==> config.mk <==
export PLATFORM = sky130hd
export DESIGN_NAME = uart_irq_dual_ring_buffer
export DESIGN_NICKNAME = d
export VERILOG_FILES = /design/src/design/uirb_pkg.sv /design/src/design/uirb_ram.sv /design/src/design/uart_irq_dual_ring_buffer.sv
export SDC_FILE = /design/constraint.sdc
export NUM_CORES = 1
export LEC_CHECK = 0
export ABC_AREA = 0
export BUFFER_PORTS_ARGS = -buffer_cell sky130_fd_sc_hd__buf_2
export CAP_MARGIN = 5
export CORE_ASPECT_RATIO = 0.7
export CORE_MARGIN = 2
export CORE_UTILIZATION = 43
export DETAILED_ROUTE_END_ITERATION = 12
export PLACE_DENSITY = 0.61
export SETUP_SLACK_MARGIN = 0.2
export SKIP_LAST_GASP = 1
export SLEW_MARGIN = 25
export SYNTH_ARGS = -nofsm -noshare
export SYNTH_HDL_FRONTEND = slang
export SYNTH_SLANG_ARGS = --single-unit
==> constraint.sdc <==
create_clock -name clock -period 7.8 [get_ports clock]
set_input_delay 0.78 -clock clock [delete_from_list [all_inputs] [get_ports clock]]
set_output_delay 0.78 -clock clock [all_outputs]
set_load 0.03 [all_outputs]
==> src/design/uirb_pkg.sv <==
package uirb_pkg;

   localparam logic [1:0] CMD_IRQ  = 2'd0;
   localparam logic [1:0] CMD_GETC = 2'd1;
   localparam logic [1:0] CMD_PUTC = 2'd2;

   localparam logic [7:0] IIR_MASK = 8'h0E;
   localparam logic [7:0] IIR_RX   = 8'h04;
   localparam logic [7:0] IIR_TX   = 8'h02;

   localparam logic [7:0] CHAR_CR = 8'h0D;
   localparam logic [7:0] CHAR_LF = 8'h0A;

   typedef struct packed {
      logic [1:0] cmd;
      logic [7:0] status_code;
      logic [7:0] rx_byte;
      logic [7:0] put_byte;
   } req_type;

   typedef struct packed {
      logic       tx_valid;
      logic [7:0] tx_byte;
      logic       tx_irq_enabled;
      logic       read_valid;
      logic [7:0] read_byte;
      logic       rx_notify;
      logic       tx_notify;
      logic [6:0] rx_level;
      logic [6:0] tx_level;
   } rsp_type;

endpackage

==> src/design/uirb_ram.sv <==
module uirb_ram #(
   parameter int WIDTH = 8,
   parameter int DEPTH = 64,
   localparam int ADDR_W = (DEPTH > 1) ? $clog2(DEPTH) : 1
) (
   input  logic              clock,
   input  logic              wr_en,
   input  logic [ADDR_W-1:0] wr_addr,
   input  logic [WIDTH-1:0]  wr_data,
   input  logic              rd_en,
   input  logic [ADDR_W-1:0] rd_addr,
   output logic [WIDTH-1:0]  rd_data
);

   logic [WIDTH-1:0] mem_ff [DEPTH];
   logic [WIDTH-1:0] rd_data_ff;

   always_ff @(posedge clock) begin
      if (wr_en) begin
         mem_ff[wr_addr] <= wr_data;
      end
      if (rd_en) begin
         rd_data_ff <= mem_ff[rd_addr];
      end
   end

   assign rd_data = rd_data_ff;

endmodule

==> src/design/uart_irq_dual_ring_buffer.sv <==
// A request is held in in_ff, then its result in out_ff; each ring is one RAM with one write
// and one registered read port. Throughput: one word per cycle unless rsp_ready stalls.
// The read data of a pop is taken from the RAM output register while the result is shown.
// Reset is synchronous and active high: heads, counts, the enable bit and valid flags clear.
// Ring contents are not cleared; only slots that were written are ever read.
module uart_irq_dual_ring_buffer
   import uirb_pkg::*;
#(
   parameter int RING_DEPTH = 64
) (
   input  logic    clock,
   input  logic    reset,
   input  logic    req_valid,
   output logic    req_ready,
   input  req_type req_data,
   output logic    rsp_valid,
   input  logic    rsp_ready,
   output rsp_type rsp_data
);

   localparam int PTR_W = (RING_DEPTH > 1) ? $clog2(RING_DEPTH) : 1;
   localparam int CNT_W = $clog2(RING_DEPTH + 1);
   localparam logic [CNT_W-1:0] DEPTH_C = CNT_W'(RING_DEPTH);
   localparam logic [CNT_W:0]   DEPTH_S = (CNT_W + 1)'(RING_DEPTH);
   localparam logic [PTR_W-1:0] LAST_P  = PTR_W'(RING_DEPTH - 1);

   req_type          in_ff;
   logic             in_valid_ff;
   rsp_type          out_ff, out_in;
   logic             out_valid_ff;

   logic [PTR_W-1:0] rx_head_ff, rx_head_in, tx_head_ff, tx_head_in;
   logic [CNT_W-1:0] rx_count_ff, rx_count_in, tx_count_ff, tx_count_in;
   logic             tx_irq_ff, tx_irq_in;

   logic             advance, exec;
   logic [7:0]       code;
   logic [CNT_W:0]   rx_sum, tx_sum;
   logic [PTR_W-1:0] rx_tail, tx_tail;

   logic             rx_we, rx_re, tx_we, tx_re;
   logic [7:0]       rx_wd, tx_wd, rx_q, tx_q;

   assign advance   = !out_valid_ff || rsp_ready;
   assign exec      = in_valid_ff && advance;
   assign req_ready = !in_valid_ff || advance;

   always_comb begin
      code = in_ff.status_code & IIR_MASK;

      rx_sum = (CNT_W + 1)'(rx_head_ff) + (CNT_W + 1)'(rx_count_ff);
      if (rx_sum >= DEPTH_S) begin
         rx_sum = rx_sum - DEPTH_S;
      end
      rx_tail = rx_sum[PTR_W-1:0];

      tx_sum = (CNT_W + 1)'(tx_head_ff) + (CNT_W + 1)'(tx_count_ff);
      if (tx_sum >= DEPTH_S) begin
         tx_sum = tx_sum - DEPTH_S;
      end
      tx_tail = tx_sum[PTR_W-1:0];

      rx_head_in  = rx_head_ff;
      rx_count_in = rx_count_ff;
      tx_head_in  = tx_head_ff;
      tx_count_in = tx_count_ff;
      tx_irq_in   = tx_irq_ff;
      rx_we = 1'b0;
      rx_re = 1'b0;
      tx_we = 1'b0;
      tx_re = 1'b0;
      rx_wd = in_ff.rx_byte;
      tx_wd = in_ff.rx_byte;
      out_in = '0;

      case (in_ff.cmd)
         CMD_IRQ: begin
            if (code == IIR_RX) begin
               rx_we = 1'b1;
               tx_we = 1'b1;
               if (rx_count_ff != DEPTH_C) begin
                  rx_count_in = rx_count_ff + CNT_W'(1);
                  out_in.rx_notify = 1'b1;
               end
               if (tx_count_ff != DEPTH_C) begin
                  tx_count_in = tx_count_ff + CNT_W'(1);
               end
               tx_irq_in = 1'b1;
            end else if (code == IIR_TX) begin
               if (tx_count_ff != '0) begin
                  tx_re = 1'b1;
                  tx_head_in = (tx_head_ff == LAST_P) ? '0 : tx_head_ff + PTR_W'(1);
                  tx_count_in = tx_count_ff - CNT_W'(1);
                  out_in.tx_valid = 1'b1;
                  out_in.tx_notify = 1'b1;
                  if (tx_count_ff == CNT_W'(1)) begin
                     tx_irq_in = 1'b0;
                  end
               end
            end
         end
         CMD_GETC: begin
            if (rx_count_ff != '0) begin
               rx_re = 1'b1;
               rx_head_in = (rx_head_ff == LAST_P) ? '0 : rx_head_ff + PTR_W'(1);
               rx_count_in = rx_count_ff - CNT_W'(1);
               out_in.read_valid = 1'b1;
            end
         end
         CMD_PUTC: begin
            tx_wd = in_ff.put_byte;
            if (tx_count_ff != DEPTH_C) begin
               tx_we = 1'b1;
               tx_count_in = tx_count_ff + CNT_W'(1);
            end
         end
         default: begin
         end
      endcase

      out_in.tx_irq_enabled = tx_irq_in;
      out_in.rx_level = 7'(rx_count_in);
      out_in.tx_level = 7'(tx_count_in);

      if (!exec) begin
         rx_we = 1'b0;
         rx_re = 1'b0;
         tx_we = 1'b0;
         tx_re = 1'b0;
      end
   end

   uirb_ram #(.WIDTH(8), .DEPTH(RING_DEPTH)) u_rx_ring (
      .clock   (clock),
      .wr_en   (rx_we),
      .wr_addr (rx_tail),
      .wr_data (rx_wd),
      .rd_en   (rx_re),
      .rd_addr (rx_head_ff),
      .rd_data (rx_q)
   );

   uirb_ram #(.WIDTH(8), .DEPTH(RING_DEPTH)) u_tx_ring (
      .clock   (clock),
      .wr_en   (tx_we),
      .wr_addr (tx_tail),
      .wr_data (tx_wd),
      .rd_en   (tx_re),
      .rd_addr (tx_head_ff),
      .rd_data (tx_q)
   );

   always_ff @(posedge clock) begin
      if (reset) begin
         in_valid_ff  <= 1'b0;
         out_valid_ff <= 1'b0;
         rx_head_ff   <= '0;
         rx_count_ff  <= '0;
         tx_head_ff   <= '0;
         tx_count_ff  <= '0;
         tx_irq_ff    <= 1'b0;
      end else begin
         if (req_ready) begin
            in_valid_ff <= req_valid;
         end
         if (advance) begin
            out_valid_ff <= in_valid_ff;
         end
         if (exec) begin
            rx_head_ff  <= rx_head_in;
            rx_count_ff <= rx_count_in;
            tx_head_ff  <= tx_head_in;
            tx_count_ff <= tx_count_in;
            tx_irq_ff   <= tx_irq_in;
         end
      end
   end

   always_ff @(posedge clock) begin
      if (req_valid && req_ready) begin
         in_ff <= req_data;
      end
      if (exec) begin
         out_ff <= out_in;
      end
   end

   always_comb begin
      rsp_data = out_ff;
      if (out_ff.tx_valid) begin
         rsp_data.tx_byte = tx_q;
      end
      if (out_ff.read_valid) begin
         rsp_data.read_byte = (rx_q == CHAR_CR) ? CHAR_LF : rx_q;
      end
   end

   assign rsp_valid = out_valid_ff;

`ifndef SYNTHESIS
   a_count_bound: assert property (@(posedge clock) disable iff (reset)
      rx_count_ff <= DEPTH_C && tx_count_ff <= DEPTH_C)
      else $error("ring count exceeds depth");

   a_ram_hold: assert property (@(posedge clock) disable iff (reset)
      rsp_valid && !rsp_ready |=> $stable(rsp_data))
      else $error("result word changed under a stalled result");

   a_pop_count: assert property (@(posedge clock) disable iff (reset)
      tx_re |=> tx_count_ff == $past(tx_count_ff) - CNT_W'(1))
      else $error("transmit pop did not lower the count");

   a_irq_fall: assert property (@(posedge clock) disable iff (reset)
      $fell(tx_irq_ff) |-> $past(exec) && $past(tx_count_ff) == CNT_W'(1))
      else $error("enable bit cleared while the transmit ring was not emptied");
`endif

endmodule
==> flow_metrics.py, run 1 <==
metrics = {
    "final_layout": {
        "share_of_final_layout_standard_cells_stronger_than_drive_strength_1_pct": 26.9,
        "diodes": 0,
        "layoutNonFillerInstCount": 3907,
        "finalCoreUtilization_pct": 49.5,
        "layout.cells.most_common_list": "sky130_fd_sc_hd__edfxtp_1 (1080), sky130_fd_sc_hd__mux4_2 (231), sky130_fd_sc_hd__buf_4 (144), sky130_fd_sc_hd__nor3_1 (121), sky130_fd_sc_hd__clkbuf_16 (109)",
        "most_common_cell_after_layout_fill_and_taps_aside": "sky130_fd_sc_hd__edfxtp_1",
        "area_delta_synth_final_pct": 13.8,
        "design.final.nets": 2516,
    },
    "critical_path": {
        "timing.critical_path.arrival_ns": 4.28,
        "rr_worst_depth": 6,
        "cp-startpoint": "in_ff[24]$_DFFE_PP_",
        "critPathRequiredTime_ns": 8.20,
        "regToRegSetupSlack_ns": 3.93,
        "startpoint_type_of_the_worst_setup_path": "register",
        "worst-path-max-fanout": 15,
        "r2r_start": "in_ff[24]$_DFFE_PP_",
        "r2r-end": "u_rx_ring.mem_ff[42][1]$_DFFE_PP_",
        "timing.setup.critical_path_class": "reg -> reg",
        "timing.critical_path.to_type": "register",
    },
    "clocking": {
        "clk_transition_reported_paths_ns": 0.07,
        "clock_tree_from_tritoncts": "done",
        "cts_root_buf": "sky130_fd_sc_hd__clkbuf_16",
        "ctsHoldBuffers": 0,
        "post_cts.resized_instances": 0,
        "cts_max_path_buffers": 3,
        "cts_max_level": 3,
        "cts_made_buffers": 105,
        "tritoncts_num_sinks": 1109,
        "worst_skew_pair.late_latency_ns": 0.71,
        "cts.repair_timing.setup_buffer_count": 0,
    },
    "detailed_routing": {
        "route.detailed.drc": 0,
        "via_per_inst": 6.03,
        "drtIter0Drc": 2898,
        "dr.pass1.iters": 5,
        "detail-route-antenna-nets": 0,
        "routed_wl_mm": 109,
        "avgRoutedWirePerCell_um": 28.0,
        "detailroute.via_count": 23600,
    },
    "place": {
        "place_congestion": 0.859,
        "placed_cells": 3710,
        "dp_hpwl_mm": 67.8,
        "place.port_buffers": 61,
    },
    "timing": {
        "finalSetupViolations": 0,
        "final-hold-violation-count": 0,
        "finalCriticalPeriod_ns": 3.87,
        "rsz0062_at_grt": "false",
        "tightest_slew_ns": 1.13,
        "timing.final.max_slew_violations": 0,
        "fin_skew_ns": 0.0319,
        "finalCritPeriodShare_pct": 49.7,
        "setup-tns-final_ns": 0,
        "fin_worst_hold_slack_ns": 0.257,
        "fmaxAchievable_mhz": 258,
        "slew_headroom_pct": 24.8,
    },
    "logic_synthesis": {
        "dominant_combinational_cell_family_by_area_after_synthesis": "multiplexers",
        "synth-simple-area-share_pct": 4.85,
        "synth_compound_area_share_pct": 3.88,
        "async_set_reset_flop_share_out_of_synthesis_pct": 0,
        "synth_sequential_area_ratio_pct": 74.2,
        "synth_top_flop_cell": "sky130_fd_sc_hd__edfxtp_1",
        "yosys.cell_types.count": 83,
        "number_of_synthesized_flops_with_an_enable_pin": 1080,
        "synth.ff_latch_count": 1109,
        "ys.warnings.count": 0,
        "post_synth.cell_area_avg_um2": 19.5,
        "synthesis.area_um2": 44500,
        "synthMuxAreaShare_pct": 14.3,
        "post_synth_fa_ha_maj_area_fraction_pct": 0.568,
        "synth_xor_area_share_pct": 0.512,
        "syn_nets": 2332,
        "cells_after_synthesis": 2283,
    },
    "floorplanning": {
        "floorplan.core_area_um2": 102000,
        "rows": 98,
        "pin_count": 67,
        "die_outline_area_um2": 106000,
        "floorplan.die.height_um": 273,
        "dieWidth_um": 389,
        "start_util_pct": 43.5,
    },
    "grt": {
        "antenna_found_initial": 1,
        "grt_max_degree": 140,
        "grt-ovfl-total": 0,
        "grt_pass1_vias": 23400,
        "track_usage_pct": 20.6,
        "global_route_wire_length_before_repair_mm": 160,
    },
    "power_and_ir_drop": {
        "ir_worst_vdd_mv": 0.162,
        "static-leakage-power_uw": 0.0156,
        "power.density_nw_per_um2": 239,
        "p_total_uw": 12100,
    },
    "flow_run": {
        "timing.max_cap.violations": 0,
    },
    "worst_hold_path": {
        "hold_path_depth": 1,
        "hold_start": "req_data[6]",
        "min_to": "in_ff[6]$_DFFE_PP_",
        "min-delay-path-class": "in -> reg",
    },
    "run_status": {
        "outcome": "finished, final reports clean",
    },
}
==> synthesized netlist by cell type, types with 19 or more instances <==
library cell / n / area, um^2
sky130_fd_sc_hd__a211oi_1: 19 / 143
sky130_fd_sc_hd__a21oi_1: 46 / 230
sky130_fd_sc_hd__a22oi_1: 24 / 180
sky130_fd_sc_hd__and2_1: 25 / 156
sky130_fd_sc_hd__buf_2: 46 / 230
sky130_fd_sc_hd__clkbuf_1: 53 / 199
sky130_fd_sc_hd__dfxtp_1: 29 / 581
sky130_fd_sc_hd__edfxtp_1: 1080 / 32400
sky130_fd_sc_hd__mux2i_1: 80 / 801
sky130_fd_sc_hd__mux4_2: 231 / 5200
sky130_fd_sc_hd__nand2_1: 60 / 225
sky130_fd_sc_hd__nand3_1: 25 / 125
sky130_fd_sc_hd__nor2_1: 62 / 233
sky130_fd_sc_hd__nor3_1: 152 / 761
sky130_fd_sc_hd__o21ai_0: 19 / 95.1
sky130_fd_sc_hd__o221ai_1: 22 / 193
==> cell type report <==
class	count	area [um^2]
inverter	21	78.8
tap	1350	1690
multi-input combinational	1024	10900
clock buffer	124	2800
timing repair buffer	206	1410
sequential	1109	33000
fill	8155	51700
clock inverter	73	738
==> report_power, final <==
| part | switching [uW] | leakage, uW | internal [uW] | total, uW |
|---|---|---|---|---|
| logic | 201 | 0.00385 | 50.1 | 251 |
| registers | 19.5 | 0.00997 | 6570 | 6590 |
| clock network | 2220 | 0.00175 | 3040 | 5260 |
| total | 2440 | 0.0156 | 9660 | 12100 |
==> worst max path at each step <==
stage	endpoint	slack (ns)	cells past startpoint
final	u_rx_ring.mem_ff[42][1]$_DFFE_PP_	3.93	6
after global placement	u_rx_ring.mem_ff[46][6]$_DFFE_PP_	3.68	5
after floorplan	u_tx_ring.mem_ff[10][0]$_DFFE_PP_	4.82	8
after detailed placement	u_tx_ring.mem_ff[15][7]$_DFFE_PP_	3.68	7
after global routing	u_tx_ring.mem_ff[51][6]$_DFFE_PP_	3.70	5
after CTS	u_tx_ring.mem_ff[15][6]$_DFFE_PP_	3.65	7
==> flip-flops by register name (all words and copies together) (netlist names) <==
signal and cells:
code 3, in_ff 10, in_valid_ff 1, rsp_data 19, rsp_valid 1, rx_count_ff 7
rx_head_ff 6, rx_wd 8, tx_count_ff 7, tx_head_ff 6, tx_irq_ff 1, u_rx_ring.mem_ff 512
u_rx_ring.rd_data 8, u_tx_ring.mem_ff 512, u_tx_ring.rd_data 8
==> cells by family after synthesis <==
| kind of cell | count (synthesis) |
|---|---|
| flops | 1109 |
| simple gates | 412 |
| mux | 334 |
| compound gates | 233 |
| buf+inv | 150 |
| xor+xnor | 26 |
| fa+ha+maj | 19 |
==> layer usage <==
layer,wire length (um),global-route usage (%),share of wire [%]
met1,49700,32.2,45
met2,46700,28.8,43
met3,11300,5.87,10
met4,1610,4.24,1.5
met5,12,0,0.011
==> worst max-delay path: stages, from the launching register on <==
cell,delay (ns)
sky130_fd_sc_hd__edfxtp_1,0.62
sky130_fd_sc_hd__nor2_1,0.61
sky130_fd_sc_hd__nand2_1,0.37
sky130_fd_sc_hd__nor3_2,0.36
sky130_fd_sc_hd__nand3_1,0.58
sky130_fd_sc_hd__nor3_1,0.75
sky130_fd_sc_hd__buf_4,0.27
==> through the flow <==
| step | setup slack, ns | cell area, um^2 |
|---|---|---|
| 6_report | 3.93 | 50700 |
| 5_1_grt | 3.70 | 50700 |
| 4_1_cts | 3.65 | 50600 |
| 3_5_place_dp | 3.68 | 47100 |
| 3_3_place_gp | 3.68 | 47000 |
| 2_1_floorplan | 4.82 | 44500 |
No activity file was read; power rests on OpenSTA's default activity.
==> run 2: changes to the inputs <==
clock period = 3.82 ns   (was 7.8 ns; I/O delays follow)
==> flow_metrics.py, run 2 (synthesis results as in run 1) <==
metrics = {
    "run_status": {
        "outcome": "finished, final reports clean",
    },
    "timing": {
        "tightest_slew_ns": 0.968,
        "slew_headroom_pct": 35.2,
        "finalSetupViolations": 0,
        "rsz0062_at_grt": "false",
        "setup-tns-final_ns": 0,
        "final-hold-violation-count": 0,
        "finalCritPeriodShare_pct": 83.9,
        "finalCriticalPeriod_ns": 3.21,
        "timing.final.ws_setup_ns": 0.614,
        "timing.final.max_slew_violations": 0,
        "fin_worst_hold_slack_ns": 0.0794,
        "fmaxAchievable_mhz": 312,
        "fin_skew_ns": 0.0421,
    },
    "clocking": {
        "cts_root_buf": "sky130_fd_sc_hd__clkbuf_16",
        "ctsHoldBuffers": 22,
        "tritoncts_num_sinks": 1109,
        "cts.repair_timing.setup_buffer_count": 0,
        "clk_transition_reported_paths_ns": 0.06,
        "worst_skew_pair.late_latency_ns": 0.69,
        "cts_max_level": 3,
        "post_cts.resized_instances": 0,
        "cts_max_path_buffers": 3,
        "cts_made_buffers": 108,
        "clock_tree_from_tritoncts": "done",
    },
    "critical_path": {
        "r2r_start": "tx_count_ff[0]$_SDFFE_PP0P_",
        "timing.critical_path.arrival_ns": 3.60,
        "critPathRequiredTime_ns": 4.21,
        "count_of_buffering_cells_on_the_critical_path_with_inverters_included": 1,
        "critical_path.max_stage_delay_ns": 0.48,
        "cp_slowest_cell": "sky130_fd_sc_hd__nand2_1",
        "cp-startpoint": "tx_count_ff[0]$_SDFFE_PP0P_",
        "worstPathCellList": "ha_1 -> fa_1 -> a21o_1 -> a21oi_1 -> xnor2_1 -> nand2_1 -> nor3_1 -> buf_4",
        "crit_family": "simple AND/OR/NAND/NOR gates",
        "timing.critical_path.to_type": "register",
        "startpoint_type_of_the_worst_setup_path": "register",
        "timing.setup.critical_path_class": "reg -> reg",
        "worst-path-max-fanout": 16,
    },
    "detailed_routing": {
        "via_per_inst": 5.92,
        "route.detailed.drc": 0,
        "dr.pass1.iters": 5,
        "detail-route-antenna-nets": 0,
        "drtIter0Drc": 3361,
        "detailroute.via_count": 23600,
        "routed_wl_mm": 109,
        "avgRoutedWirePerCell_um": 27.4,
    },
    "worst_hold_path": {
        "hold_start": "rsp_ready",
        "min-delay-path-class": "in -> reg",
    },
    "power_and_ir_drop": {
        "power.density_nw_per_um2": 483,
        "static-leakage-power_uw": 0.0160,
        "ir_worst_vdd_mv": 0.362,
    },
    "grt": {
        "met3_layer_usage_reported_by_global_route_pct": 6.90,
        "global_route.peak_usage_layer": "met1",
        "grt-ovfl-total": 0,
        "track_usage_pct": 20.5,
        "groute.layer.met2.usage_pct": 27.8,
        "global_route_wire_length_before_repair_mm": 159,
        "antenna_found_initial": 6,
        "grt.met1_usage_pct": 31.8,
        "grt_max_degree": 109,
        "grt_pass1_vias": 23200,
    },
    "final_layout": {
        "filler_cell_count": 8123,
        "regArea_um2": 33000,
        "design.final.nets": 2592,
        "most_common_cell_after_layout_fill_and_taps_aside": "sky130_fd_sc_hd__edfxtp_1",
        "share_of_final_layout_standard_cells_stronger_than_drive_strength_1_pct": 26.5,
        "area_of_all_placed_cells_without_fillers_um2": 51200,
        "area_delta_synth_final_pct": 15.1,
        "finalCoreUtilization_pct": 50.0,
        "layout.cells.most_common_list": "sky130_fd_sc_hd__edfxtp_1 (1080), sky130_fd_sc_hd__mux4_2 (231), sky130_fd_sc_hd__buf_4 (190), sky130_fd_sc_hd__nor3_1 (152), sky130_fd_sc_hd__clkbuf_16 (109)",
        "multi_input_area_um2": 10800,
        "diodes": 0,
    },
    "floorplanning": {
        "dieWidth_um": 389,
        "die_outline_area_um2": 106000,
        "floorplan.die.height_um": 273,
        "start_util_pct": 43.5,
        "rows": 98,
        "floorplan.core_area_um2": 102000,
        "pin_count": 67,
    },
    "place": {
        "pre_cts_ws_ns": 0.646,
        "place_congestion": 0.841,
        "dp_hpwl_mm": 68.4,
        "placedInstanceArea_um2": 47400,
        "place.port_buffers": 61,
    },
    "flow_run": {
        "timing.max_cap.violations": 0,
    },
}
==> run 2: report_power, final <==
part / switching [uW] / total [uW] / leakage (uW) / internal [uW]
logic: 400 / 516 / 0.00423 / 116
registers: 43.2 / 13500 / 0.00997 / 13400
clock network: 4500 / 10800 / 0.00176 / 6260
total: 4940 / 24700 / 0.0160 / 19800
==> run 2: final timing paths <==
kind                                        to  slack, ns  cells past startpoint
max reg2reg  u_tx_ring.mem_ff[48][4]$_DFFE_PP_       0.61                      8
min                     rsp_valid$_SDFFE_PP0P_       0.08                      4
min reg2reg             tx_irq_ff$_SDFFE_PP0P_       0.50                      2
max          u_tx_ring.mem_ff[48][4]$_DFFE_PP_       0.61                      8
==> run 2: area by class of cell <==
class                      instances  share of cell area, %
clock buffer                     125                   5.46
inverter                          21                  0.154
timing repair buffer             279                   4.04
multi-input combinational       1024                   21.0
sequential                      1109                   64.5
clock inverter                    76                   1.58
tap                             1350                   3.30
==> run 2: per-layer routing <==
layer	part of all wire (%)	routed length, um	vias up
met4	1.9	2120	6
met5	0.12	127	-
met1	45	49400	12300
met3	11	12100	166
met2	42	45500	1090
li1	-	-	10000
==> run 2: per-stage QoR <==
stage / power, uW / cells
floorplan: 14000 / 2283
global placement: 14200 / 3761
CTS: 24900 / 3984
detailed placement: 14200 / 3761
global route: 25500 / 3984
finish: 24700 / 3984
==> run 2: worst min-delay path: cells and delay by family <==
family                 cells  cell delay, ns
and+or+nand+nor            3            0.23
buffers and inverters      1            0.07
